File: src/rtl/apag_pkg.sv
// ----------------------------------------------------------------------------
// apag_pkg
// Shared types and constants of the peak-envelope automatic gain control.
// ----------------------------------------------------------------------------
package apag_pkg;

    localparam logic [12:0] MAX_FRAMES      = 13'd4096;
    localparam logic [3:0]  MAX_CHANNELS    = 4'd8;
    localparam logic [16:0] ONE_Q16         = 17'd65536;
    localparam logic [18:0] MAX_GAIN_Q16    = 19'd262144;
    localparam logic [16:0] SILENCE_Q16     = 17'd1310;
    // 0.89 in q16 shifted up by 16 bits, the dividend of the target gain
    localparam logic [31:0] TARGET_DIVIDEND = 32'hE3D7_0000;
    localparam logic [31:0] ONE_Q31         = 32'h8000_0000;
    localparam int          DIV_STEPS       = 32;
    localparam int          JOBQ_DEPTH      = 2;

    localparam logic [2:0] CFG_ENABLE   = 3'd0;
    localparam logic [2:0] CFG_CHANNELS = 3'd1;
    localparam logic [2:0] CFG_STREAM   = 3'd2;
    localparam logic [2:0] CFG_MAIN     = 3'd3;
    localparam logic [2:0] CFG_DECAY    = 3'd4;
    localparam logic [2:0] CFG_RISE     = 3'd5;
    localparam logic [2:0] CFG_FALL     = 3'd6;

    typedef struct packed {
        logic        enable;
        logic [3:0]  channels;
        logic [16:0] stream_vol;
        logic [16:0] main_vol;
        logic [31:0] decay;
        logic [31:0] rise;
        logic [31:0] fall;
    } cfg_t;

    typedef struct packed {
        logic [16:0] peak;
        logic [12:0] frames;
    } job_t;

    typedef struct packed {
        logic [18:0] combined_gain;
        logic [18:0] auto_gain;
        logic [16:0] envelope;
        logic        gain_updated;
    } result_t;

    typedef enum logic [3:0] {
        S_IDLE,
        S_POW_MUL,
        S_POW_SQ,
        S_ENV,
        S_DIV,
        S_TGT,
        S_GAIN,
        S_COMB_A,
        S_COMB_B
    } back_state_t;

endpackage

File: src/rtl/audio_peak_auto_gain.sv
// ----------------------------------------------------------------------------
// audio_peak_auto_gain
// Boost-only automatic gain control driven by a decaying peak envelope.
//
// channel   handshake          payload
// input     push / full        sample[15:0] signed, buffer_end
// result    empty / pop        combined_gain, auto_gain, envelope, gain_updated
// config    cfg_we             cfg_index[2:0], cfg_data[31:0]
//
// one sample word is taken per cycle while full is low; full rises only when both summaries in
// the job queue wait on the back sequencer.
// a buffer end costs the back part up to two powers, a restoring division and
// the gain and combining steps, all done in turn, set by the one shared
// 32x32 multiplier and the bit-serial divider.
// one result word is held until popped; the next buffer waits in the queue.
// reset clears counters and envelope and sets gain to unity; configuration takes its defaults.
// ----------------------------------------------------------------------------
module audio_peak_auto_gain (
    input  logic        clk,
    input  logic        rst_n,
    input  logic        push,
    output logic        full,
    input  logic [15:0] sample,
    input  logic        buffer_end,
    output logic        empty,
    input  logic        pop,
    output logic [18:0] combined_gain,
    output logic [18:0] auto_gain,
    output logic [16:0] envelope,
    output logic        gain_updated,
    input  logic        cfg_we,
    input  logic [2:0]  cfg_index,
    input  logic [31:0] cfg_data
);
    import apag_pkg::*;

    cfg_t    cfg_reg;
    logic    gain_reset;
    logic    accept;
    logic    job_push;
    job_t    job_in;
    job_t    job_out;
    logic    job_valid;
    logic    job_pop;
    logic    q_full;
    logic    res_valid;
    result_t res;

    assign full   = q_full;
    assign accept = push && !q_full;
    assign gain_reset = cfg_we && (cfg_index == CFG_ENABLE) && (cfg_data[0] != cfg_reg.enable);

    always_ff @(posedge clk or negedge rst_n)
    begin
        if (!rst_n)
        begin
            cfg_reg.enable     <= 1'b0;
            cfg_reg.channels   <= 4'd2;
            cfg_reg.stream_vol <= ONE_Q16;
            cfg_reg.main_vol   <= ONE_Q16;
            cfg_reg.decay      <= 32'd2147468734;
            cfg_reg.rise       <= 32'd2147499107;
            cfg_reg.fall       <= 32'd2147271606;
        end
        else if (cfg_we)
        begin
            unique case (cfg_index)
                CFG_ENABLE:   cfg_reg.enable     <= cfg_data[0];
                CFG_CHANNELS: cfg_reg.channels   <= cfg_data[3:0];
                CFG_STREAM:   cfg_reg.stream_vol <= cfg_data[16:0];
                CFG_MAIN:     cfg_reg.main_vol   <= cfg_data[16:0];
                CFG_DECAY:    cfg_reg.decay      <= cfg_data;
                CFG_RISE:     cfg_reg.rise       <= cfg_data;
                CFG_FALL:     cfg_reg.fall       <= cfg_data;
                default:      ;
            endcase
        end
    end

    apag_front u_front (
        .clk        (clk),
        .rst_n      (rst_n),
        .accept     (accept),
        .sample     (sample),
        .buffer_end (buffer_end),
        .channels   (cfg_reg.channels),
        .job_push   (job_push),
        .job        (job_in)
    );

    apag_jobq u_jobq (
        .clk     (clk),
        .rst_n   (rst_n),
        .wr      (job_push),
        .wr_data (job_in),
        .rd      (job_pop),
        .rd_data (job_out),
        .valid   (job_valid),
        .full    (q_full)
    );

    apag_back u_back (
        .clk        (clk),
        .rst_n      (rst_n),
        .cfg        (cfg_reg),
        .gain_reset (gain_reset),
        .job_valid  (job_valid),
        .job        (job_out),
        .job_pop    (job_pop),
        .pop        (pop),
        .res_valid  (res_valid),
        .res        (res)
    );

    assign empty         = !res_valid;
    assign combined_gain = res.combined_gain;
    assign auto_gain     = res.auto_gain;
    assign envelope      = res.envelope;
    assign gain_updated  = res.gain_updated;

`ifndef SYNTH
    // envelope is a max of clamped values, never above full scale
    a_env_range: assert property (@(posedge clk) disable iff (!rst_n)
        !empty |-> envelope <= ONE_Q16)
        else $error("envelope above full scale");

    // a recomputed gain implies an envelope above the silence level
    a_upd_silence: assert property (@(posedge clk) disable iff (!rst_n)
        (!empty && gain_updated) |-> envelope > SILENCE_Q16)
        else $error("gain updated on silence");

    // combined gain is saturated
    a_comb_range: assert property (@(posedge clk) disable iff (!rst_n)
        !empty |-> combined_gain <= MAX_GAIN_Q16)
        else $error("combined gain not saturated");
`endif

endmodule

File: src/rtl/apag_jobq.sv
// ----------------------------------------------------------------------------
// apag_jobq
// Short queue of finished buffer summaries between the front and back parts.
// ----------------------------------------------------------------------------
module apag_jobq (
    input  logic          clk,
    input  logic          rst_n,
    input  logic          wr,
    input  apag_pkg::job_t wr_data,
    input  logic          rd,
    output apag_pkg::job_t rd_data,
    output logic          valid,
    output logic          full
);
    import apag_pkg::*;

    localparam int PTR_W = $clog2(JOBQ_DEPTH);

    job_t                   mem [JOBQ_DEPTH];
    logic [PTR_W-1:0]       wr_ptr_reg;
    logic [PTR_W-1:0]       rd_ptr_reg;
    logic [PTR_W:0]         count_reg;

    assign valid   = (count_reg != '0);
    assign full    = (count_reg == (PTR_W+1)'(JOBQ_DEPTH));
    assign rd_data = mem[rd_ptr_reg];

    always_ff @(posedge clk)
    begin
        if (wr && !full)
        begin
            mem[wr_ptr_reg] <= wr_data;
        end
    end

    always_ff @(posedge clk or negedge rst_n)
    begin
        if (!rst_n)
        begin
            wr_ptr_reg <= '0;
            rd_ptr_reg <= '0;
            count_reg  <= '0;
        end
        else
        begin
            if (wr && !full)
            begin
                wr_ptr_reg <= (wr_ptr_reg == PTR_W'(JOBQ_DEPTH - 1)) ? '0 : wr_ptr_reg + 1'b1;
            end
            if (rd && valid)
            begin
                rd_ptr_reg <= (rd_ptr_reg == PTR_W'(JOBQ_DEPTH - 1)) ? '0 : rd_ptr_reg + 1'b1;
            end
            count_reg <= count_reg + (PTR_W+1)'(wr && !full) - (PTR_W+1)'(rd && valid);
        end
    end

endmodule

File: src/rtl/apag_front.sv
// ----------------------------------------------------------------------------
// apag_front
// Per-sample peak tracking and frame counting; hands a summary per buffer.
// ----------------------------------------------------------------------------
module apag_front (
    input  logic           clk,
    input  logic           rst_n,
    input  logic           accept,
    input  logic [15:0]    sample,
    input  logic           buffer_end,
    input  logic [3:0]     channels,
    output logic           job_push,
    output apag_pkg::job_t job
);
    import apag_pkg::*;

    logic [16:0] partial_reg, partial_next;
    logic [16:0] peak_reg, peak_next;
    logic [2:0]  pos_reg, pos_next;
    logic [12:0] frames_reg, frames_next;

    logic [3:0]  chans;
    logic [15:0] abs_val;
    logic [16:0] mag;
    logic [16:0] part_max;
    logic [3:0]  pos_inc;

    always_comb
    begin
        chans    = (channels > MAX_CHANNELS) ? MAX_CHANNELS : channels;
        // -32768 wraps to 0x8000, which is the right magnitude unsigned
        abs_val  = sample[15] ? 16'(-sample) : sample;
        mag      = {abs_val, 1'b0};
        part_max = (mag > partial_reg) ? mag : partial_reg;
        pos_inc  = {1'b0, pos_reg} + 4'd1;

        partial_next = partial_reg;
        peak_next    = peak_reg;
        pos_next     = pos_reg;
        frames_next  = frames_reg;

        if (chans != 4'd0)
        begin
            if (pos_inc >= chans)
            begin
                peak_next    = (part_max > peak_reg) ? part_max : peak_reg;
                partial_next = '0;
                pos_next     = '0;
                if (frames_reg < MAX_FRAMES)
                begin
                    frames_next = frames_reg + 13'd1;
                end
            end
            else
            begin
                partial_next = part_max;
                pos_next     = pos_inc[2:0];
            end
        end

        job_push   = accept && buffer_end;
        job.peak   = peak_next;
        job.frames = frames_next;
    end

    always_ff @(posedge clk or negedge rst_n)
    begin
        if (!rst_n)
        begin
            partial_reg <= '0;
            peak_reg    <= '0;
            pos_reg     <= '0;
            frames_reg  <= '0;
        end
        else if (accept)
        begin
            if (buffer_end)
            begin
                partial_reg <= '0;
                peak_reg    <= '0;
                pos_reg     <= '0;
                frames_reg  <= '0;
            end
            else
            begin
                partial_reg <= partial_next;
                peak_reg    <= peak_next;
                pos_reg     <= pos_next;
                frames_reg  <= frames_next;
            end
        end
    end

endmodule

File: src/rtl/apag_back.sv
// ----------------------------------------------------------------------------
// apag_back
// Buffer-end sequencer: powers, envelope, target division, gain, result word.
// ----------------------------------------------------------------------------
module apag_back (
    input  logic              clk,
    input  logic              rst_n,
    input  apag_pkg::cfg_t    cfg,
    input  logic              gain_reset,
    input  logic              job_valid,
    input  apag_pkg::job_t    job,
    output logic              job_pop,
    input  logic              pop,
    output logic              res_valid,
    output apag_pkg::result_t res
);
    import apag_pkg::*;

    back_state_t state_reg, state_next;
    logic        res_valid_reg, res_valid_next;
    logic [16:0] env_reg, env_next;
    logic [31:0] gain_reg, gain_next;

    logic        phase_reg, phase_next;
    logic [12:0] n_reg, n_next;
    logic [31:0] r_reg, r_next;
    logic [31:0] base_reg, base_next;
    logic [16:0] peak_reg, peak_next;
    logic [12:0] fc_reg, fc_next;
    logic [16:0] rem_reg, rem_next;
    logic [31:0] quo_reg, quo_next;
    logic [4:0]  cnt_reg, cnt_next;
    logic [18:0] tgt_reg, tgt_next;
    logic        up_reg, up_next;
    logic        upd_reg, upd_next;
    logic [31:0] comb_reg, comb_next;
    result_t     res_reg, res_next;

    logic [31:0] mul_a, mul_b;
    logic [63:0] mul_p;
    logic [31:0] pow_sat;
    logic [32:0] scaled;
    logic [16:0] dec;
    logic [16:0] env_new;
    logic [17:0] rem_sh;
    logic [32:0] gain_cap;
    logic [47:0] comb_full;

    assign mul_p     = 64'(mul_a) * 64'(mul_b);
    assign pow_sat   = mul_p[63] ? 32'hFFFF_FFFF : mul_p[62:31];
    assign scaled    = mul_p[63:31];
    assign res_valid = res_valid_reg;
    assign res       = res_reg;

    always_comb
    begin
        state_next     = state_reg;
        res_valid_next = res_valid_reg && !pop;
        env_next       = env_reg;
        gain_next      = gain_reg;
        phase_next     = phase_reg;
        n_next         = n_reg;
        r_next         = r_reg;
        base_next      = base_reg;
        peak_next      = peak_reg;
        fc_next        = fc_reg;
        rem_next       = rem_reg;
        quo_next       = quo_reg;
        cnt_next       = cnt_reg;
        tgt_next       = tgt_reg;
        up_next        = up_reg;
        upd_next       = upd_reg;
        comb_next      = comb_reg;
        res_next       = res_reg;
        job_pop        = 1'b0;
        mul_a          = r_reg;
        mul_b          = base_reg;
        dec            = '0;
        env_new        = '0;
        rem_sh         = '0;
        gain_cap       = '0;
        comb_full      = '0;

        unique case (state_reg)
            S_IDLE:
            begin
                if (job_valid && !res_valid_reg)
                begin
                    job_pop   = 1'b1;
                    peak_next = job.peak;
                    fc_next   = job.frames;
                    if (cfg.enable && job.frames != '0)
                    begin
                        r_next     = ONE_Q31;
                        base_next  = cfg.decay;
                        n_next     = job.frames;
                        phase_next = 1'b0;
                        state_next = S_POW_MUL;
                    end
                    else
                    begin
                        upd_next   = 1'b0;
                        state_next = S_COMB_A;
                    end
                end
            end
            S_POW_MUL:
            begin
                if (n_reg[0])
                begin
                    r_next = pow_sat;
                end
                state_next = S_POW_SQ;
            end
            S_POW_SQ:
            begin
                mul_a  = base_reg;
                mul_b  = base_reg;
                n_next = n_reg >> 1;
                if (n_next != '0)
                begin
                    base_next  = pow_sat;
                    state_next = S_POW_MUL;
                end
                else
                begin
                    state_next = phase_reg ? S_GAIN : S_ENV;
                end
            end
            S_ENV:
            begin
                mul_a    = {15'd0, env_reg};
                mul_b    = r_reg;
                dec      = (scaled > 33'(ONE_Q16)) ? ONE_Q16 : scaled[16:0];
                env_new  = (peak_reg > dec) ? peak_reg : dec;
                env_next = env_new;
                if (env_new > SILENCE_Q16)
                begin
                    rem_next   = '0;
                    quo_next   = TARGET_DIVIDEND;
                    cnt_next   = '0;
                    state_next = S_DIV;
                end
                else
                begin
                    upd_next   = 1'b0;
                    state_next = S_COMB_A;
                end
            end
            S_DIV:
            begin
                // restoring division, one quotient bit a cycle
                rem_sh = {rem_reg, quo_reg[31]};
                if (rem_sh >= {1'b0, env_reg})
                begin
                    rem_next = 17'(rem_sh - {1'b0, env_reg});
                    quo_next = {quo_reg[30:0], 1'b1};
                end
                else
                begin
                    rem_next = rem_sh[16:0];
                    quo_next = {quo_reg[30:0], 1'b0};
                end
                cnt_next = cnt_reg + 5'd1;
                if (cnt_reg == 5'(DIV_STEPS - 1))
                begin
                    state_next = S_TGT;
                end
            end
            S_TGT:
            begin
                if (quo_reg < 32'(ONE_Q16))
                begin
                    tgt_next = 19'(ONE_Q16);
                end
                else if (quo_reg > 32'(MAX_GAIN_Q16))
                begin
                    tgt_next = MAX_GAIN_Q16;
                end
                else
                begin
                    tgt_next = quo_reg[18:0];
                end
                up_next    = (32'(tgt_next) > gain_reg);
                base_next  = up_next ? cfg.rise : cfg.fall;
                r_next     = ONE_Q31;
                n_next     = fc_reg;
                phase_next = 1'b1;
                state_next = S_POW_MUL;
            end
            S_GAIN:
            begin
                mul_a = gain_reg;
                mul_b = r_reg;
                if (up_reg)
                begin
                    gain_cap  = (scaled > 33'(MAX_GAIN_Q16)) ? 33'(MAX_GAIN_Q16) : scaled;
                    gain_next = (gain_cap < 33'(tgt_reg)) ? gain_cap[31:0] : 32'(tgt_reg);
                end
                else
                begin
                    gain_next = (scaled > 33'(tgt_reg)) ? scaled[31:0] : 32'(tgt_reg);
                end
                upd_next   = 1'b1;
                state_next = S_COMB_A;
            end
            S_COMB_A:
            begin
                mul_a      = {15'd0, cfg.stream_vol};
                mul_b      = {15'd0, cfg.main_vol};
                comb_next  = mul_p[47:16];
                state_next = S_COMB_B;
            end
            S_COMB_B:
            begin
                mul_a     = comb_reg;
                mul_b     = gain_reg;
                comb_full = mul_p[63:16];
                res_next.combined_gain = (comb_full > 48'(MAX_GAIN_Q16))
                                         ? MAX_GAIN_Q16 : comb_full[18:0];
                res_next.auto_gain     = gain_reg[18:0];
                res_next.envelope      = env_reg;
                res_next.gain_updated  = upd_reg;
                res_valid_next         = 1'b1;
                state_next             = S_IDLE;
            end
            default:
            begin
                state_next = S_IDLE;
            end
        endcase

        // enable change: back to unity gain, empty envelope
        if (gain_reset)
        begin
            gain_next = 32'(ONE_Q16);
            env_next  = '0;
        end
    end

    always_ff @(posedge clk or negedge rst_n)
    begin
        if (!rst_n)
        begin
            state_reg     <= S_IDLE;
            res_valid_reg <= 1'b0;
            env_reg       <= '0;
            gain_reg      <= 32'(ONE_Q16);
        end
        else
        begin
            state_reg     <= state_next;
            res_valid_reg <= res_valid_next;
            env_reg       <= env_next;
            gain_reg      <= gain_next;
        end
    end

    always_ff @(posedge clk)
    begin
        phase_reg <= phase_next;
        n_reg     <= n_next;
        r_reg     <= r_next;
        base_reg  <= base_next;
        peak_reg  <= peak_next;
        fc_reg    <= fc_next;
        rem_reg   <= rem_next;
        quo_reg   <= quo_next;
        cnt_reg   <= cnt_next;
        tgt_reg   <= tgt_next;
        up_reg    <= up_next;
        upd_reg   <= upd_next;
        comb_reg  <= comb_next;
        res_reg   <= res_next;
    end

endmodule

File: config.mk
export PLATFORM = sky130hd
export DESIGN_NAME = audio_peak_auto_gain
export DESIGN_NICKNAME = d
export VERILOG_FILES = /design/src/rtl/apag_pkg.sv /design/src/rtl/audio_peak_auto_gain.sv /design/src/rtl/apag_jobq.sv /design/src/rtl/apag_front.sv /design/src/rtl/apag_back.sv
export SDC_FILE = /design/constraint.sdc
export NUM_CORES = 2
export LEC_CHECK = 0
export BUFFER_PORTS_ARGS = -buffer_cell sky130_fd_sc_hd__buf_2
export CELL_PAD_IN_SITES_DETAIL_PLACEMENT = 0
export CELL_PAD_IN_SITES_GLOBAL_PLACEMENT = 1
export CORE_MARGIN = 5
export CORE_UTILIZATION = 47
export DETAILED_ROUTE_END_ITERATION = 6
export GPL_ROUTABILITY_DRIVEN = 1
export GPL_TIMING_DRIVEN = 0
export PLACE_DENSITY_LB_ADDON = 0.1
export SYNTH_ARGS = -nofsm -noshare
export SYNTH_HDL_FRONTEND = slang
export SYNTH_HIERARCHICAL = 1
export SYNTH_SLANG_ARGS = --single-unit
File: constraint.sdc
create_clock -name clk -period 16.4 [get_ports clk]
set_input_delay 2.46 -clock clk [delete_from_list [all_inputs] [get_ports clk]]
set_output_delay 2.46 -clock clk [all_outputs]
set_load 0.02 [all_outputs]
==> impl_metrics.yaml <==
cells_and_area:
  drive_gt1_share_pct: 11.8
  largest_reg_flops: 135
  syn2layout_area_growth_pct: 9.60
  nNetsFinal: 8117
  stdcell_area_um2: 69200
yosys:
  synthTopCellsByCount: "inv_1 (1119), fa_1 (896), nand2_1 (879)"
  syn_nets: 7933
  muxShareOfSynthArea_pct: 4.35
  yosys.area.top_type: "fa_1"
  synth_top_family_by_area: "adder cells"
  avgSynthCellArea_um2: 9.58
  synth_xor_area_share_pct: 1.07
  synth-edff-count: 331
  synthCells: 6586
  synth_area_leaders: "fa_1 (28%), edfxtp_1 (16%), ha_1 (7.8%)"
  ys_ff_latch: 574
  synthSimpleGateAreaFrac_pct: 15.1
  synth_fa_ha_area_share_pct: 36.2
  syn-cell-area_um2: 63100
  synth_top_area_share_pct: 28.4
  ys.flop_type: "edfxtp_1"
  ys_async_sr_fraction_pct: 42.3
  synth_compound_area_share_pct: 8.75
  yosysUniqueCellTypes: 111
  yosys_warnings: 6
  yosysMostFrequentCell: "inv_1"
  synth-seq-area-share_pct: 25.5
floorplanning:
  core.rowCount: 134
  dieArea_um2: 142000
  die_h_um: 376
  coreArea_um2: 133000
  ioPinCount: 115
  die_w_um: 376
  start_util_pct: 47.3
hold_path:
  hp-class: "flop to flop"
clocking:
  clkSlewWorstSetupHoldPaths_ns: 0.07
  clock-root-buffer: "clkbuf_16"
  cts_buffer_depth: 3
  cts_tree: "built"
  clkLatencyLatePin_ns: 0.63
  numCtsBuffers: 52
  h-tree-depth: 2
  cts.sinks: 574
worst_setup_path:
  critical_path.max_stage_delay_ns: 0.67
  critPathSlowestCell: "clkbuf_1"
  crit_path_end_kind: "flop"
  arrival_ns: 16.55
  crit_path_max_fanout: 26
  cp-start-kind: "flop"
  crit_path_frequent_cell: "fa_1"
  worstSetupPathType: "flop to flop"
  required_ns: 16.78
timing:
  finalClockSkew_ns: 0.0376
  period_minus_slack_ns: 16.17
  setup_viol_count_final: 0
  rsz0062_at_grt: "no"
  fmax_mhz: 61.8
  maxSlewHeadroom_pct: 4.46
  hold_violations: 0
  slew_violations: 0
  worst_pin_slew_ns: 1.43
  layout_worst_path_cycle_share_pct: 98.6
placement:
  place_congestion: 1.08
  port_buffers: 111
  placed_cell_area_um2: 66400
  hpwl_mm: 216
drt:
  vias: 50800
  route.detailed.drc: 0
  wl_per_cell_um: 30.2
  viasPerCell: 5.92
  drt-initial-drc-count: 4887
  antenna_left: 0
  firstDrtPassIters: 6
  routed_wl_mm: 259
run_status:
  status: "complete, no violations"
global_routing:
  overflow: 0
  grtUsageTotal_pct: 36.6
  antenna_found_initial: 13
  grt_pass1_vias: 52500
  grt_pass1_wl_mm: 374
  grt_max_degree: 110
job:
  cap_violations: 0
[kinds of logic (layout without fill, tap and decap cells)]
| kind of cell | after synthesis | in the layout |
|---|---|---|
| buf+inv | 1467 | 1694 |
| flops | 574 | 574 |
| mux | 245 | 245 |
| xor+xnor | 77 | 77 |
| fa+ha+maj | 1290 | 1290 |
| compound gates | 780 | 780 |
| other cells | 0 | 5 |
| simple gates | 2153 | 2154 |
[per-layer routing]
layer	GRT usage, %	vias up	routed length (um)
li1	-	21800	-
met1	46.4	26000	100000
met2	58.4	2340	118000
met3	6.34	692	20300
met4	23.0	8	21200
met5	0	-	58
[metrics by stage]
stage	instances	TNS [ns]	worst slack (ns)	hold slack, ns	utilization [%]
2_1_floorplan	6586	0	0.0521	0.400	-
3_3_place_gp	8465	-535.57	-6.75	0.464	49.4
3_5_place_dp	8486	-193.45	-2.92	0.474	49.7
4_1_cts	8584	0	0.00471	0.493	51.5
5_1_grt	8583	0	0.0455	0.516	51.8
6_report	8587	0	0.227	0.492	51.8
[cell type report]
type | count | area [um2]
Tap cell | 1768 | 2210
Clock inverter | 29 | 270
Inverter | 1121 | 4220
Timing Repair Buffer | 164 | 1270
Buffer | 311 | 1600
Clock buffer | 69 | 1510
Antenna cell | 5 | 12.5
Sequential cell | 574 | 16100
Multi-Input combinational cell | 4546 | 42000
Fill cell | 12700 | 64300
[worst max-delay path, delay by kind of cell (launching register included)]
kind | cells | cell delay [ns]
adders and majority gates | 10 | 4.65
and+or+nand+nor | 16 | 4.08
buffers and inverters | 14 | 3.28
AOI/OAI and AO/OA | 13 | 3.09
DFF | 1 | 0.42
muxes | 1 | 0.33
[cell usage in the layout (no fill, tap or decap), types with 25 or more instances in the layout]
master,Yosys,final
nor3_1,55,48
a22oi_1,70,70
nor4_1,37,31
nand4_1,77,77
and2_1,49,48
nand3_1,79,71
o21a_1,48,48
nor2b_1,27,26
buf_4,7,43
and3_1,72,69
a22o_1,38,38
edfxtp_1,331,331
dfstp_2,60,60
mux2i_1,45,45
fa_1,896,896
ha_1,394,387
inv_1,1119,1118
nand2_1,879,876
clkbuf_2,1,86
a21o_1,40,40
mux2_2,168,168
nor2_1,743,738
xnor2_1,49,44
and4_1,32,25
dfrtp_1,183,183
a21oi_1,161,153
clkbuf_1,305,157
clkbuf_16,0,55
o21ai_0,143,127
o221ai_1,31,31
buf_2,11,124
nand2b_1,25,25
[path summary, 6_finish.rpt]
kind                       depth (start not counted)                       startpoint                                end  slack [ns]
max                                               54  u_back/state_reg[2]$_DFFE_PN0P_    u_back/quo_reg[2]$_SDFFCE_PN0P_        0.23
min                                                1          cfg_reg[70]$_DFFE_PN0P_            cfg_reg[70]$_DFFE_PN0P_        0.49
max reg2reg                                       54  u_back/state_reg[2]$_DFFE_PN0P_    u_back/quo_reg[2]$_SDFFCE_PN0P_        0.23
min reg2reg                                        1          cfg_reg[70]$_DFFE_PN0P_            cfg_reg[70]$_DFFE_PN0P_        0.49
max in group asynchronous                          3                            rst_n      u_back/env_reg[3]$_DFFE_PN0P_       13.31
min in group asynchronous                          1                            rst_n  u_front/frames_reg[9]$_DFFE_PN0P_        1.70
[timing repair]
action,4_1_cts,5_1_grt
resized for setup,177,159
hold buffers,0,0
buffers inserted,17,14
pin swaps,16,13
cloned,1,0
endpoints found under the hold margin,0,0
setup endpoints to repair,93,72
Power is left out: the tool's default activity adds up to more than one toggle a clock period on the data nets, which glitch-free logic cannot reach.
